$ cat src/mtpo_pkg.sv
// Shared constants, widths and types of the multichannel tone phase offset unit.
package mtpo_pkg;

  localparam int CHANNELS    = 4;
  localparam int SAMPLE_BITS = 16;
  localparam int MAX_FRAME   = 8192;
  localparam int MAX_PERIOD  = 4096;

  // Derived widths.
  localparam int POS_W      = $clog2(MAX_FRAME);
  localparam int LEN_W      = $clog2(MAX_FRAME + 1);
  localparam int P_W        = $clog2(MAX_PERIOD + 1);
  localparam int IDX1_W     = $clog2(MAX_PERIOD);
  localparam int DIFF_W     = POS_W + 1;
  localparam int DIV_STAGES = POS_W;

  // Register and field widths fixed by the register map and the ports.
  localparam int SPP_W  = 13;
  localparam int FLEN_W = 14;
  localparam int UPD_W  = 16;
  localparam int ACT_W  = 3;
  localparam int CNT_W  = 17;
  localparam int OFF_W  = 13;
  localparam int ADDR_W = 4;
  localparam int DATA_W = 32;

  // Register indexes.
  localparam logic [1:0] REG_SPP  = 2'd0;
  localparam logic [1:0] REG_FLEN = 2'd1;
  localparam logic [1:0] REG_UPD  = 2'd2;
  localparam logic [1:0] REG_ACT  = 2'd3;

  typedef logic signed [SAMPLE_BITS-1:0] sample_t;
  typedef logic signed [OFF_W-1:0]       offset_t;

  // Peak positions that a tracker lane reports for the sample just taken.
  typedef struct packed {
    logic [IDX1_W-1:0] first_idx;
    logic [POS_W-1:0]  second_idx;
  } peak_idx_t;

  // Control that travels alongside the remainder pipeline.
  typedef struct packed {
    logic             valid;
    logic             meas;
    logic [ACT_W-1:0] act;
  } pipe_ctl_t;

endpackage

$ cat src/mtpo_peak_lane.sv
// Per-channel tracker of the first strict maximum in each of the first two tone periods.
module mtpo_peak_lane (
  input  logic                      clk,
  input  logic                      rst_n,
  input  logic                      acc,
  input  mtpo_pkg::sample_t         sample,
  input  logic [mtpo_pkg::POS_W-1:0] pos,
  input  logic [mtpo_pkg::P_W-1:0]   period,
  output mtpo_pkg::peak_idx_t       idx_nxt
);
  import mtpo_pkg::*;

  sample_t           first_val_r, first_val_nxt;
  sample_t           second_val_r, second_val_nxt;
  logic [IDX1_W-1:0] first_idx_r, first_idx_nxt;
  logic [POS_W-1:0]  second_idx_r, second_idx_nxt;
  logic              in_first, in_second;

  always_comb begin
    in_first  = (pos == '0) ||
                ((POS_W + 1)'(pos) < (POS_W + 1)'(period) && sample > first_val_r);
    in_second = ((POS_W + 1)'(pos) == (POS_W + 1)'(period)) ||
                ((POS_W + 1)'(pos) > (POS_W + 1)'(period) &&
                 (P_W + 1)'(pos) < {period, 1'b0} && sample > second_val_r);
    first_val_nxt  = first_val_r;
    first_idx_nxt  = first_idx_r;
    second_val_nxt = second_val_r;
    second_idx_nxt = second_idx_r;
    if (acc && in_first) begin
      first_val_nxt = sample;
      first_idx_nxt = pos[IDX1_W-1:0];
    end
    if (acc && in_second) begin
      second_val_nxt = sample;
      second_idx_nxt = pos;
    end
  end

  assign idx_nxt = '{first_idx: first_idx_nxt, second_idx: second_idx_nxt};

  always_ff @(posedge clk) begin
    if (!rst_n) begin
      first_val_r  <= '0;
      first_idx_r  <= '0;
      second_val_r <= '0;
      second_idx_r <= '0;
    end else begin
      first_val_r  <= first_val_nxt;
      first_idx_r  <= first_idx_nxt;
      second_val_r <= second_val_nxt;
      second_idx_r <= second_idx_nxt;
    end
  end

endmodule

$ cat src/mtpo_rem_lane.sv
// Per-channel peak selection and pipelined truncated remainder by the tone period.
module mtpo_rem_lane (
  input  logic                        clk,
  input  logic                        en,
  input  logic [mtpo_pkg::IDX1_W-1:0] ref_idx,
  input  mtpo_pkg::peak_idx_t         idx,
  input  logic [mtpo_pkg::P_W-1:0]    period,
  output mtpo_pkg::offset_t           offset
);
  import mtpo_pkg::*;

  logic signed [DIFF_W-1:0] d1, d2;
  logic [DIFF_W-1:0]        a1, a2;
  logic                     neg_nxt;
  logic [POS_W-1:0]         mag_nxt;

  logic             neg_r [DIV_STAGES+1];
  logic [POS_W-1:0] dvd_r [DIV_STAGES+1];
  logic [P_W-1:0]   per_r [DIV_STAGES+1];
  logic [P_W-1:0]   rem_r [DIV_STAGES+1];
  logic [P_W-1:0]   rem_nxt [DIV_STAGES+1];
  offset_t          mag_off;

  // Choose the nearer peak; the first one wins only when strictly nearer.
  always_comb begin
    d1 = $signed(DIFF_W'(ref_idx)) - $signed(DIFF_W'(idx.first_idx));
    d2 = $signed(DIFF_W'(ref_idx)) - $signed(DIFF_W'(idx.second_idx));
    a1 = d1[DIFF_W-1] ? DIFF_W'(-d1) : DIFF_W'(d1);
    a2 = d2[DIFF_W-1] ? DIFF_W'(-d2) : DIFF_W'(d2);
    if (a1 < a2) begin
      neg_nxt = d1[DIFF_W-1];
      mag_nxt = a1[POS_W-1:0];
    end else begin
      neg_nxt = d2[DIFF_W-1];
      mag_nxt = a2[POS_W-1:0];
    end
  end

  assign rem_nxt[0] = '0;

  always_ff @(posedge clk) begin
    if (en) begin
      neg_r[0] <= neg_nxt;
      dvd_r[0] <= mag_nxt;
      per_r[0] <= period;
      rem_r[0] <= rem_nxt[0];
    end
  end

  // One restoring step per stage, most significant dividend bit first.
  for (genvar k = 0; k < DIV_STAGES; k++) begin : g_div
    logic [P_W:0] sh;
    always_comb begin
      sh = {rem_r[k], dvd_r[k][DIV_STAGES-1-k]};
      if (sh >= (P_W + 1)'(per_r[k])) begin
        rem_nxt[k+1] = P_W'(sh - (P_W + 1)'(per_r[k]));
      end else begin
        rem_nxt[k+1] = sh[P_W-1:0];
      end
    end
    always_ff @(posedge clk) begin
      if (en) begin
        neg_r[k+1] <= neg_r[k];
        dvd_r[k+1] <= dvd_r[k];
        per_r[k+1] <= per_r[k];
        rem_r[k+1] <= rem_nxt[k+1];
      end
    end
  end

  // The remainder takes the sign of the difference.
  assign mag_off = offset_t'(rem_r[DIV_STAGES]);
  assign offset  = neg_r[DIV_STAGES] ? offset_t'(-mag_off) : mag_off;

endmodule

$ cat src/multichannel_tone_phase_offset_unit.sv
// Top level of the multichannel tone phase offset unit: control, lanes, merge and registers.
//
//   Channel   Direction  Handshake            Payload
//   in        sink       in_valid / in_stall  in_sample_ch0 .. in_sample_ch3
//   out       source     out_valid / out_stall out_offset_ch1 .. out_offset_ch3
//   cfg       APB slave  psel/penable/pready  paddr, pwdata, prdata
//
// One sample transaction is taken every clock cycle while in_stall is low. A frame's
// result reaches the output register through one capture stage, one peak selection
// stage and a 13-stage restoring remainder pipeline per channel. Reset is synchronous
// and active low; it restores the register defaults and arms a measurement for the
// first frame. A result that waits in the output register stalls the input only once
// the pipeline's last stage also holds a result; bubbles in the pipeline keep moving.
module multichannel_tone_phase_offset_unit (
  input  logic                          clk,
  input  logic                          rst_n,
  input  logic                          psel,
  input  logic                          penable,
  input  logic                          pwrite,
  input  logic [mtpo_pkg::ADDR_W-1:0]   paddr,
  input  logic [mtpo_pkg::DATA_W-1:0]   pwdata,
  output logic [mtpo_pkg::DATA_W-1:0]   prdata,
  output logic                          pready,
  input  logic                          in_valid,
  output logic                          in_stall,
  input  mtpo_pkg::sample_t             in_sample_ch0,
  input  mtpo_pkg::sample_t             in_sample_ch1,
  input  mtpo_pkg::sample_t             in_sample_ch2,
  input  mtpo_pkg::sample_t             in_sample_ch3,
  output logic                          out_valid,
  input  logic                          out_stall,
  output mtpo_pkg::offset_t             out_offset_ch1,
  output mtpo_pkg::offset_t             out_offset_ch2,
  output mtpo_pkg::offset_t             out_offset_ch3
);
  import mtpo_pkg::*;

  // Configuration registers.
  logic [SPP_W-1:0]  spp_r;
  logic [FLEN_W-1:0] flen_r;
  logic [UPD_W-1:0]  upd_r;
  logic [ACT_W-1:0]  act_r;
  logic              cfg_wr;

  assign pready = 1'b1;
  assign cfg_wr = psel && penable && pwrite;

  always_ff @(posedge clk) begin
    if (!rst_n) begin
      spp_r  <= SPP_W'(16);
      flen_r <= FLEN_W'(64);
      upd_r  <= '0;
      act_r  <= ACT_W'(4);
    end else if (cfg_wr) begin
      unique case (paddr[ADDR_W-1:2])
        REG_SPP:  spp_r  <= pwdata[SPP_W-1:0];
        REG_FLEN: flen_r <= pwdata[FLEN_W-1:0];
        REG_UPD:  upd_r  <= pwdata[UPD_W-1:0];
        REG_ACT:  act_r  <= pwdata[ACT_W-1:0];
        default:  ;
      endcase
    end
  end

  always_comb begin
    unique case (paddr[ADDR_W-1:2])
      REG_SPP:  prdata = DATA_W'(spp_r);
      REG_FLEN: prdata = DATA_W'(flen_r);
      REG_UPD:  prdata = DATA_W'(upd_r);
      REG_ACT:  prdata = DATA_W'(act_r);
      default:  prdata = '0;
    endcase
  end

  // Register values clamped into their working ranges. The period is held to
  // half the frame so that both tone periods always fit.
  logic [LEN_W-1:0] len_c;
  logic [P_W-1:0]   p_lim, p_c;
  logic [LEN_W-2:0] half_len;
  logic [ACT_W-1:0] act_c;

  always_comb begin
    if (int'(flen_r) < 4) begin
      len_c = LEN_W'(4);
    end else if (int'(flen_r) > MAX_FRAME) begin
      len_c = LEN_W'(MAX_FRAME);
    end else begin
      len_c = LEN_W'(flen_r);
    end
    half_len = len_c[LEN_W-1:1];
    p_lim = (int'(spp_r) > MAX_PERIOD) ? P_W'(MAX_PERIOD) : P_W'(spp_r);
    if (LEN_W'(p_lim) > LEN_W'(half_len)) begin
      p_lim = P_W'(half_len);
    end
    p_c = (p_lim < P_W'(2)) ? P_W'(2) : p_lim;
    if (act_r < ACT_W'(2)) begin
      act_c = ACT_W'(2);
    end else if (int'(act_r) > CHANNELS) begin
      act_c = ACT_W'(CHANNELS);
    end else begin
      act_c = act_r;
    end
  end

  // Pipeline advance. Everything moves together unless a finished result is
  // both in the pipeline's last stage and blocked in the output register.
  pipe_ctl_t ctl_r [DIV_STAGES+1];
  logic      out_valid_r;
  logic      en, acc;

  assign en       = !ctl_r[DIV_STAGES].valid || !out_valid_r || !out_stall;
  assign acc      = in_valid && en;
  assign in_stall = !en;

  // Frame position and refresh counter.
  logic [POS_W-1:0] pos_r, pos_nxt;
  logic             pending_r, pending_nxt;
  logic [CNT_W-1:0] cnt_r, cnt_nxt;
  logic             frame_end, meas;

  always_comb begin
    frame_end   = (LEN_W'(pos_r) + LEN_W'(1)) >= len_c;
    pos_nxt     = pos_r;
    pending_nxt = pending_r;
    cnt_nxt     = cnt_r;
    meas        = 1'b0;
    if (acc) begin
      pos_nxt = frame_end ? '0 : POS_W'(pos_r + POS_W'(1));
      if (frame_end) begin
        if (pending_r) begin
          meas        = 1'b1;
          pending_nxt = (upd_r != '0);
        end else if (cnt_r > CNT_W'(upd_r)) begin
          cnt_nxt     = '0;
          pending_nxt = 1'b1;
        end else begin
          cnt_nxt = CNT_W'(cnt_r + CNT_W'(1));
        end
      end
    end
  end

  always_ff @(posedge clk) begin
    if (!rst_n) begin
      pos_r     <= '0;
      pending_r <= 1'b1;
      cnt_r     <= '0;
    end else begin
      pos_r     <= pos_nxt;
      pending_r <= pending_nxt;
      cnt_r     <= cnt_nxt;
    end
  end

  // Peak tracker lanes, one per channel.
  sample_t   smp [CHANNELS];
  peak_idx_t idx_nxt [CHANNELS];

  assign smp[0] = in_sample_ch0;
  assign smp[1] = in_sample_ch1;
  assign smp[2] = in_sample_ch2;
  assign smp[3] = in_sample_ch3;

  for (genvar c = 0; c < CHANNELS; c++) begin : g_peak
    mtpo_peak_lane u_peak (
      .clk     (clk),
      .rst_n   (rst_n),
      .acc     (acc),
      .sample  (smp[c]),
      .pos     (pos_r),
      .period  (p_c),
      .idx_nxt (idx_nxt[c])
    );
  end

  // Capture stage: the peak positions as they stand after the frame's last
  // sample, together with the period and the measurement decision.
  pipe_ctl_t         cap_ctl_r;
  logic [IDX1_W-1:0] cap_ref_r;
  logic [P_W-1:0]    cap_per_r;
  peak_idx_t         cap_idx_r [1:CHANNELS-1];

  always_ff @(posedge clk) begin
    if (!rst_n) begin
      cap_ctl_r <= '0;
    end else if (en) begin
      cap_ctl_r <= '{valid: acc && frame_end, meas: meas, act: act_c};
    end
  end

  always_ff @(posedge clk) begin
    if (en) begin
      cap_ref_r <= idx_nxt[0].first_idx;
      cap_per_r <= p_c;
      for (int c = 1; c < CHANNELS; c++) begin
        cap_idx_r[c] <= idx_nxt[c];
      end
    end
  end

  // Remainder lanes for the channels measured against channel 0.
  offset_t lane_off [1:CHANNELS-1];

  for (genvar c = 1; c < CHANNELS; c++) begin : g_rem
    mtpo_rem_lane u_rem (
      .clk     (clk),
      .en      (en),
      .ref_idx (cap_ref_r),
      .idx     (cap_idx_r[c]),
      .period  (cap_per_r),
      .offset  (lane_off[c])
    );
  end

  // Control shadow of the remainder pipeline.
  always_ff @(posedge clk) begin
    if (!rst_n) begin
      for (int k = 0; k <= DIV_STAGES; k++) begin
        ctl_r[k] <= '0;
      end
    end else if (en) begin
      ctl_r[0] <= cap_ctl_r;
      for (int k = 0; k < DIV_STAGES; k++) begin
        ctl_r[k+1] <= ctl_r[k];
      end
    end
  end

  // Merge: a measuring frame replaces the stored offsets (inactive channels are
  // cleared), every frame reports the stored offsets of its active channels.
  offset_t   offset_r  [1:CHANNELS-1];
  offset_t   off_nxt   [1:CHANNELS-1];
  offset_t   res_nxt   [1:CHANNELS-1];
  offset_t   res_r     [1:CHANNELS-1];
  pipe_ctl_t last;

  assign last = ctl_r[DIV_STAGES];

  always_comb begin
    for (int c = 1; c < CHANNELS; c++) begin
      if (last.meas) begin
        off_nxt[c] = (ACT_W'(c) < last.act) ? lane_off[c] : '0;
      end else begin
        off_nxt[c] = offset_r[c];
      end
      res_nxt[c] = (ACT_W'(c) < last.act) ? off_nxt[c] : '0;
    end
  end

  always_ff @(posedge clk) begin
    if (!rst_n) begin
      out_valid_r <= 1'b0;
      for (int c = 1; c < CHANNELS; c++) begin
        offset_r[c] <= '0;
      end
    end else if (en && last.valid) begin
      out_valid_r <= 1'b1;
      for (int c = 1; c < CHANNELS; c++) begin
        offset_r[c] <= off_nxt[c];
      end
    end else if (!out_stall) begin
      out_valid_r <= 1'b0;
    end
  end

  always_ff @(posedge clk) begin
    if (en && last.valid) begin
      for (int c = 1; c < CHANNELS; c++) begin
        res_r[c] <= res_nxt[c];
      end
    end
  end

  assign out_valid      = out_valid_r;
  assign out_offset_ch1 = res_r[1];
  assign out_offset_ch2 = res_r[2];
  assign out_offset_ch3 = res_r[3];

endmodule

$ cat config.mk
export PLATFORM = sky130hd
export DESIGN_NAME = multichannel_tone_phase_offset_unit
export DESIGN_NICKNAME = d
export VERILOG_FILES = /design/src/mtpo_pkg.sv /design/src/mtpo_peak_lane.sv /design/src/mtpo_rem_lane.sv /design/src/multichannel_tone_phase_offset_unit.sv
export SDC_FILE = /design/constraint.sdc
export NUM_CORES = 2
export LEC_CHECK = 0
export BUFFER_PORTS_ARGS = -buffer_cell sky130_fd_sc_hd__buf_4
export CORE_ASPECT_RATIO = 0.6
export CORE_MARGIN = 2
export CORE_UTILIZATION = 50
export CTS_BUF_LIST = sky130_fd_sc_hd__clkbuf_4
export CTS_CLUSTER_DIAMETER = 200
export DETAILED_ROUTE_END_ITERATION = 16
export PLACE_DENSITY = 0.66
export SLEW_MARGIN = 10
export SYNTH_ARGS = -nofsm -noshare
export SYNTH_HDL_FRONTEND = slang
export SYNTH_HIERARCHICAL = 1
export SYNTH_SLANG_ARGS = --single-unit
$ cat constraint.sdc
create_clock -name clk -period 65.5 [get_ports clk]
set_clock_uncertainty 0.15 [all_clocks]
set_input_delay 13.1 -clock clk [delete_from_list [all_inputs] [get_ports clk]]
set_output_delay 13.1 -clock clk [all_outputs]
set_load 0.01 [all_outputs]
==> results.sh <==
export IMPL_tritoncts="done"
export IMPL_power_leakage_uw=0.0460
export IMPL_h_tree_depth=5
export IMPL_setup_viol=0
export IMPL_whs_ns=0.217
export IMPL_grtUsageTotal_pct=21.6
export IMPL_path_depth=5
export IMPL_grt_pass1_wl_um=362000
export IMPL_wl_per_cell_um=17.9
export IMPL_tns_ns=0
export IMPL_cp_startpoint="paddr[3]"
export IMPL_fin_nets=10600
export IMPL_antenna_found_initial=18
export IMPL_worst_setup_path_start_kind="primary input"
export IMPL_root_buffer="clkbuf_4"
export IMPL_clock_path_buffers=4
export IMPL_vias=70300
export IMPL_finalCritPeriodShare_pct=42.4
export IMPL_outcome="complete, no violations"
export IMPL_cts_resized=0
export IMPL_vdd_drop_max_v=0.0000181
export IMPL_grt_pass1_vias=67900
export IMPL_rsz0062_at_grt="no"
export IMPL_rows=128
export IMPL_tightest_slew_ns=1.24
export IMPL_worstPathRequired_ns=52.25
export IMPL_cp_max_fo=18
export IMPL_critical_path_top_delay_family="simple AND/OR/NAND/NOR gates"
export IMPL_syn_area_per_cell_um2=11.1
export IMPL_die_w_um=586
export IMPL_postCtsHoldBufs=0
export IMPL_slew_viol_final=0
export IMPL_crit_end="prdata[12]"
export IMPL_worstSetupPathType="in -> out"
export IMPL_start_util_pct=50.2
export IMPL_layout_drive_gt1_share_pct=12.2
export IMPL_io_pins=181
export IMPL_cp_common_cell="buf_4"
export IMPL_cts_sinks=1859
export IMPL_cp_slowest_cell="nor2b_1"
export IMPL_max_freq_mhz=36.0
export IMPL_grt_max_degree=155
export IMPL_finalHoldViolations=0
export IMPL_gp_congestion=0.909
export IMPL_cts_clk_slew_worst_paths_ns=0.07
export IMPL_cap_violations=0
export IMPL_drc_errors=0
export IMPL_path_buf_inv=2
export IMPL_placed_cell_area_um2=106000
export IMPL_syn_area_um2=102000
export IMPL_slew_limit_headroom_pct=17.3
export IMPL_power_density_nw_per_um2=41.1
export IMPL_dieArea_um2=207000
export IMPL_die_h_um=353
export IMPL_area_growth_syn_to_layout_pct=9.76
export IMPL_postSynthCellCount=9178
export IMPL_grt_overflow=0
export IMPL_postCtsSetupRepairBufs=0
export IMPL_drt_wl_total_um=228000
export IMPL_synth_warnings=6
export IMPL_clk_latency_ns=1.25
export IMPL_cp_arrival_ns=14.50
export IMPL_stdcell_area_um2=111000
export IMPL_timing_rr_end="cap_idx_r[0][15]"
export IMPL_r2r_start="flen_r[3]"
export IMPL_hold_class="reg -> reg"
export IMPL_fin_crit_ns=27.75
export IMPL_r2r_cells=22
export IMPL_first_pass_iters=7
export IMPL_hpwl_um=163000
export IMPL_crit_path_max_incr_delay_ns=0.81
export IMPL_postRouteAntennaNets=0
export IMPL_path_cells="buf_4 > nor2b_1 > nand2_1 > o21ai_0 > buf_4"
export IMPL_io_buffer_count=145
export IMPL_cts_buffers=441
export IMPL_crit_path_end_kind="output port"
export IMPL_drt_iter0_drc=5911
export IMPL_core_um2=202000
export IMPL_via_per_inst=5.53
export IMPL_r2r_setup_slack_ns=57.88
-- registers in the layout, indices dropped and copies added (netlist names), 13 cells and up --
name / flops
g_rem.u_rem/neg_r: 42
upd_r: 16
res_r: 39
g_peak.u_peak/first_val_r: 64
g_rem.u_rem/per_r: 507
g_peak.u_peak/second_idx_r: 39
flen_r: 14
pos_r: 13
g_rem.u_rem/rem_r: 507
g_rem.u_rem/dvd_r: 273
cnt_r: 17
cap_per_r: 13
g_peak.u_peak/second_val_r: 48
cap_idx_r: 75
spp_r: 13
ctl_r: 70
g_peak.u_peak/first_idx_r: 48
offset_r: 39
-- layout by cell type (no fill, tap or decap), types with 39 or more instances in the layout --
| cell | count |
|---|---|
| mux2_1 | 51 |
| a211oi_1 | 50 |
| a21o_1 | 142 |
| or2_2 | 71 |
| nand4_1 | 163 |
| buf_4 | 239 |
| o21a_1 | 63 |
| nor3_1 | 180 |
| dfxtp_1 | 282 |
| o21ai_0 | 527 |
| xor2_1 | 251 |
| mux2i_1 | 259 |
| fa_1 | 42 |
| nand2_1 | 1181 |
| mux2_2 | 89 |
| a31oi_1 | 43 |
| nand3_1 | 142 |
| a21oi_1 | 529 |
| nor2_1 | 225 |
| inv_1 | 940 |
| edfxtp_1 | 1577 |
| xnor2_1 | 265 |
| nor2b_1 | 130 |
| clkbuf_4 | 644 |
| clkinv_1 | 93 |
| and3_1 | 73 |
| o211ai_1 | 42 |
| nand2b_1 | 109 |
| or4_1 | 39 |
| ha_1 | 836 |
| o31ai_1 | 70 |
| and2_1 | 41 |
-- worst min path at each step --
| stage | from | to | slack (ns) | cells after the start |
|---|---|---|---|---|
| after floorplan | g_rem[1].u_rem/dvd_r[0][0] | g_rem[1].u_rem/dvd_r[0][13] | 0.25 | 0 |
| after global placement | g_rem[2].u_rem/dvd_r[0][34] | g_rem[2].u_rem/dvd_r[0][47] | 0.25 | 0 |
| after detailed placement | g_rem[1].u_rem/dvd_r[0][1] | g_rem[1].u_rem/dvd_r[0][14] | 0.25 | 0 |
| after CTS | g_rem[3].u_rem/dvd_r[0][53] | g_rem[3].u_rem/dvd_r[0][66] | 0.21 | 0 |
| after global routing | g_rem[3].u_rem/dvd_r[0][53] | g_rem[3].u_rem/dvd_r[0][66] | 0.22 | 0 |
| final | g_rem[3].u_rem/dvd_r[0][53] | g_rem[3].u_rem/dvd_r[0][66] | 0.22 | 0 |
-- final cells by class --
cell class	count	area, µm²
Fill cell	17500	91000
Tap cell	2730	3420
Clock inverter	137	684
Clock buffer	644	4830
Timing Repair Buffer	241	1830
Multi-Input combinational cell	6159	44200
Sequential cell	1859	53000
Antenna cell	6	15.0
Inverter	941	3530
-- worst reg2reg max path: stages, from the launching register on --
cell and delay (ns):
dfxtp_1 0.34, or4_1 0.57, nor4_1 0.61, nand3_1 0.15, nand2_1 0.13, nand2_1 0.11, ha_1 0.32, and3_1 0.16
o21ai_0 0.09, a31o_2 0.27, and2_1 0.15, a211o_1 0.33, a22oi_1 0.77, inv_1 0.18, ha_1 0.35, nand2b_1 0.08
a21oi_1 0.06, o31ai_1 0.24, o211ai_1 0.25, a311oi_2 0.57, o21a_1 0.77, buf_4 0.36, mux2_2 0.35
-- power by group --
group          total (µW)  switching, µW  internal, µW  leakage [µW]
Clock                 935            471           464       0.00330
Combinational        1820           1040           782        0.0222
Sequential           1820            150          1670        0.0205
Total                4580           1660          2920        0.0460
-- per-layer routing --
layer  vias to the layer above  track usage (%)  part of all wire [%]
li1                      34400                -                     -
met1                     33400             34.2                    51
met3                       363             4.19                   7.4
met5                         -                0                0.0075
met2                      2179             29.9                    40
met4                         4             5.65                   1.9
-- stage by stage --
step                      total power, µW  instances  utilization [%]  setup WS (ns)
after floorplan                      3170       9193                -          10.41
after global placement               3560      11900             52.3          37.83
after detailed placement             3630      11900             52.3          37.79
after CTS                            4590      12700             55.1          37.79
after global routing                 4910      12700             55.1          37.55
final                                4580      12700             55.1          37.75
No activity file was read; power rests on OpenSTA's default activity.
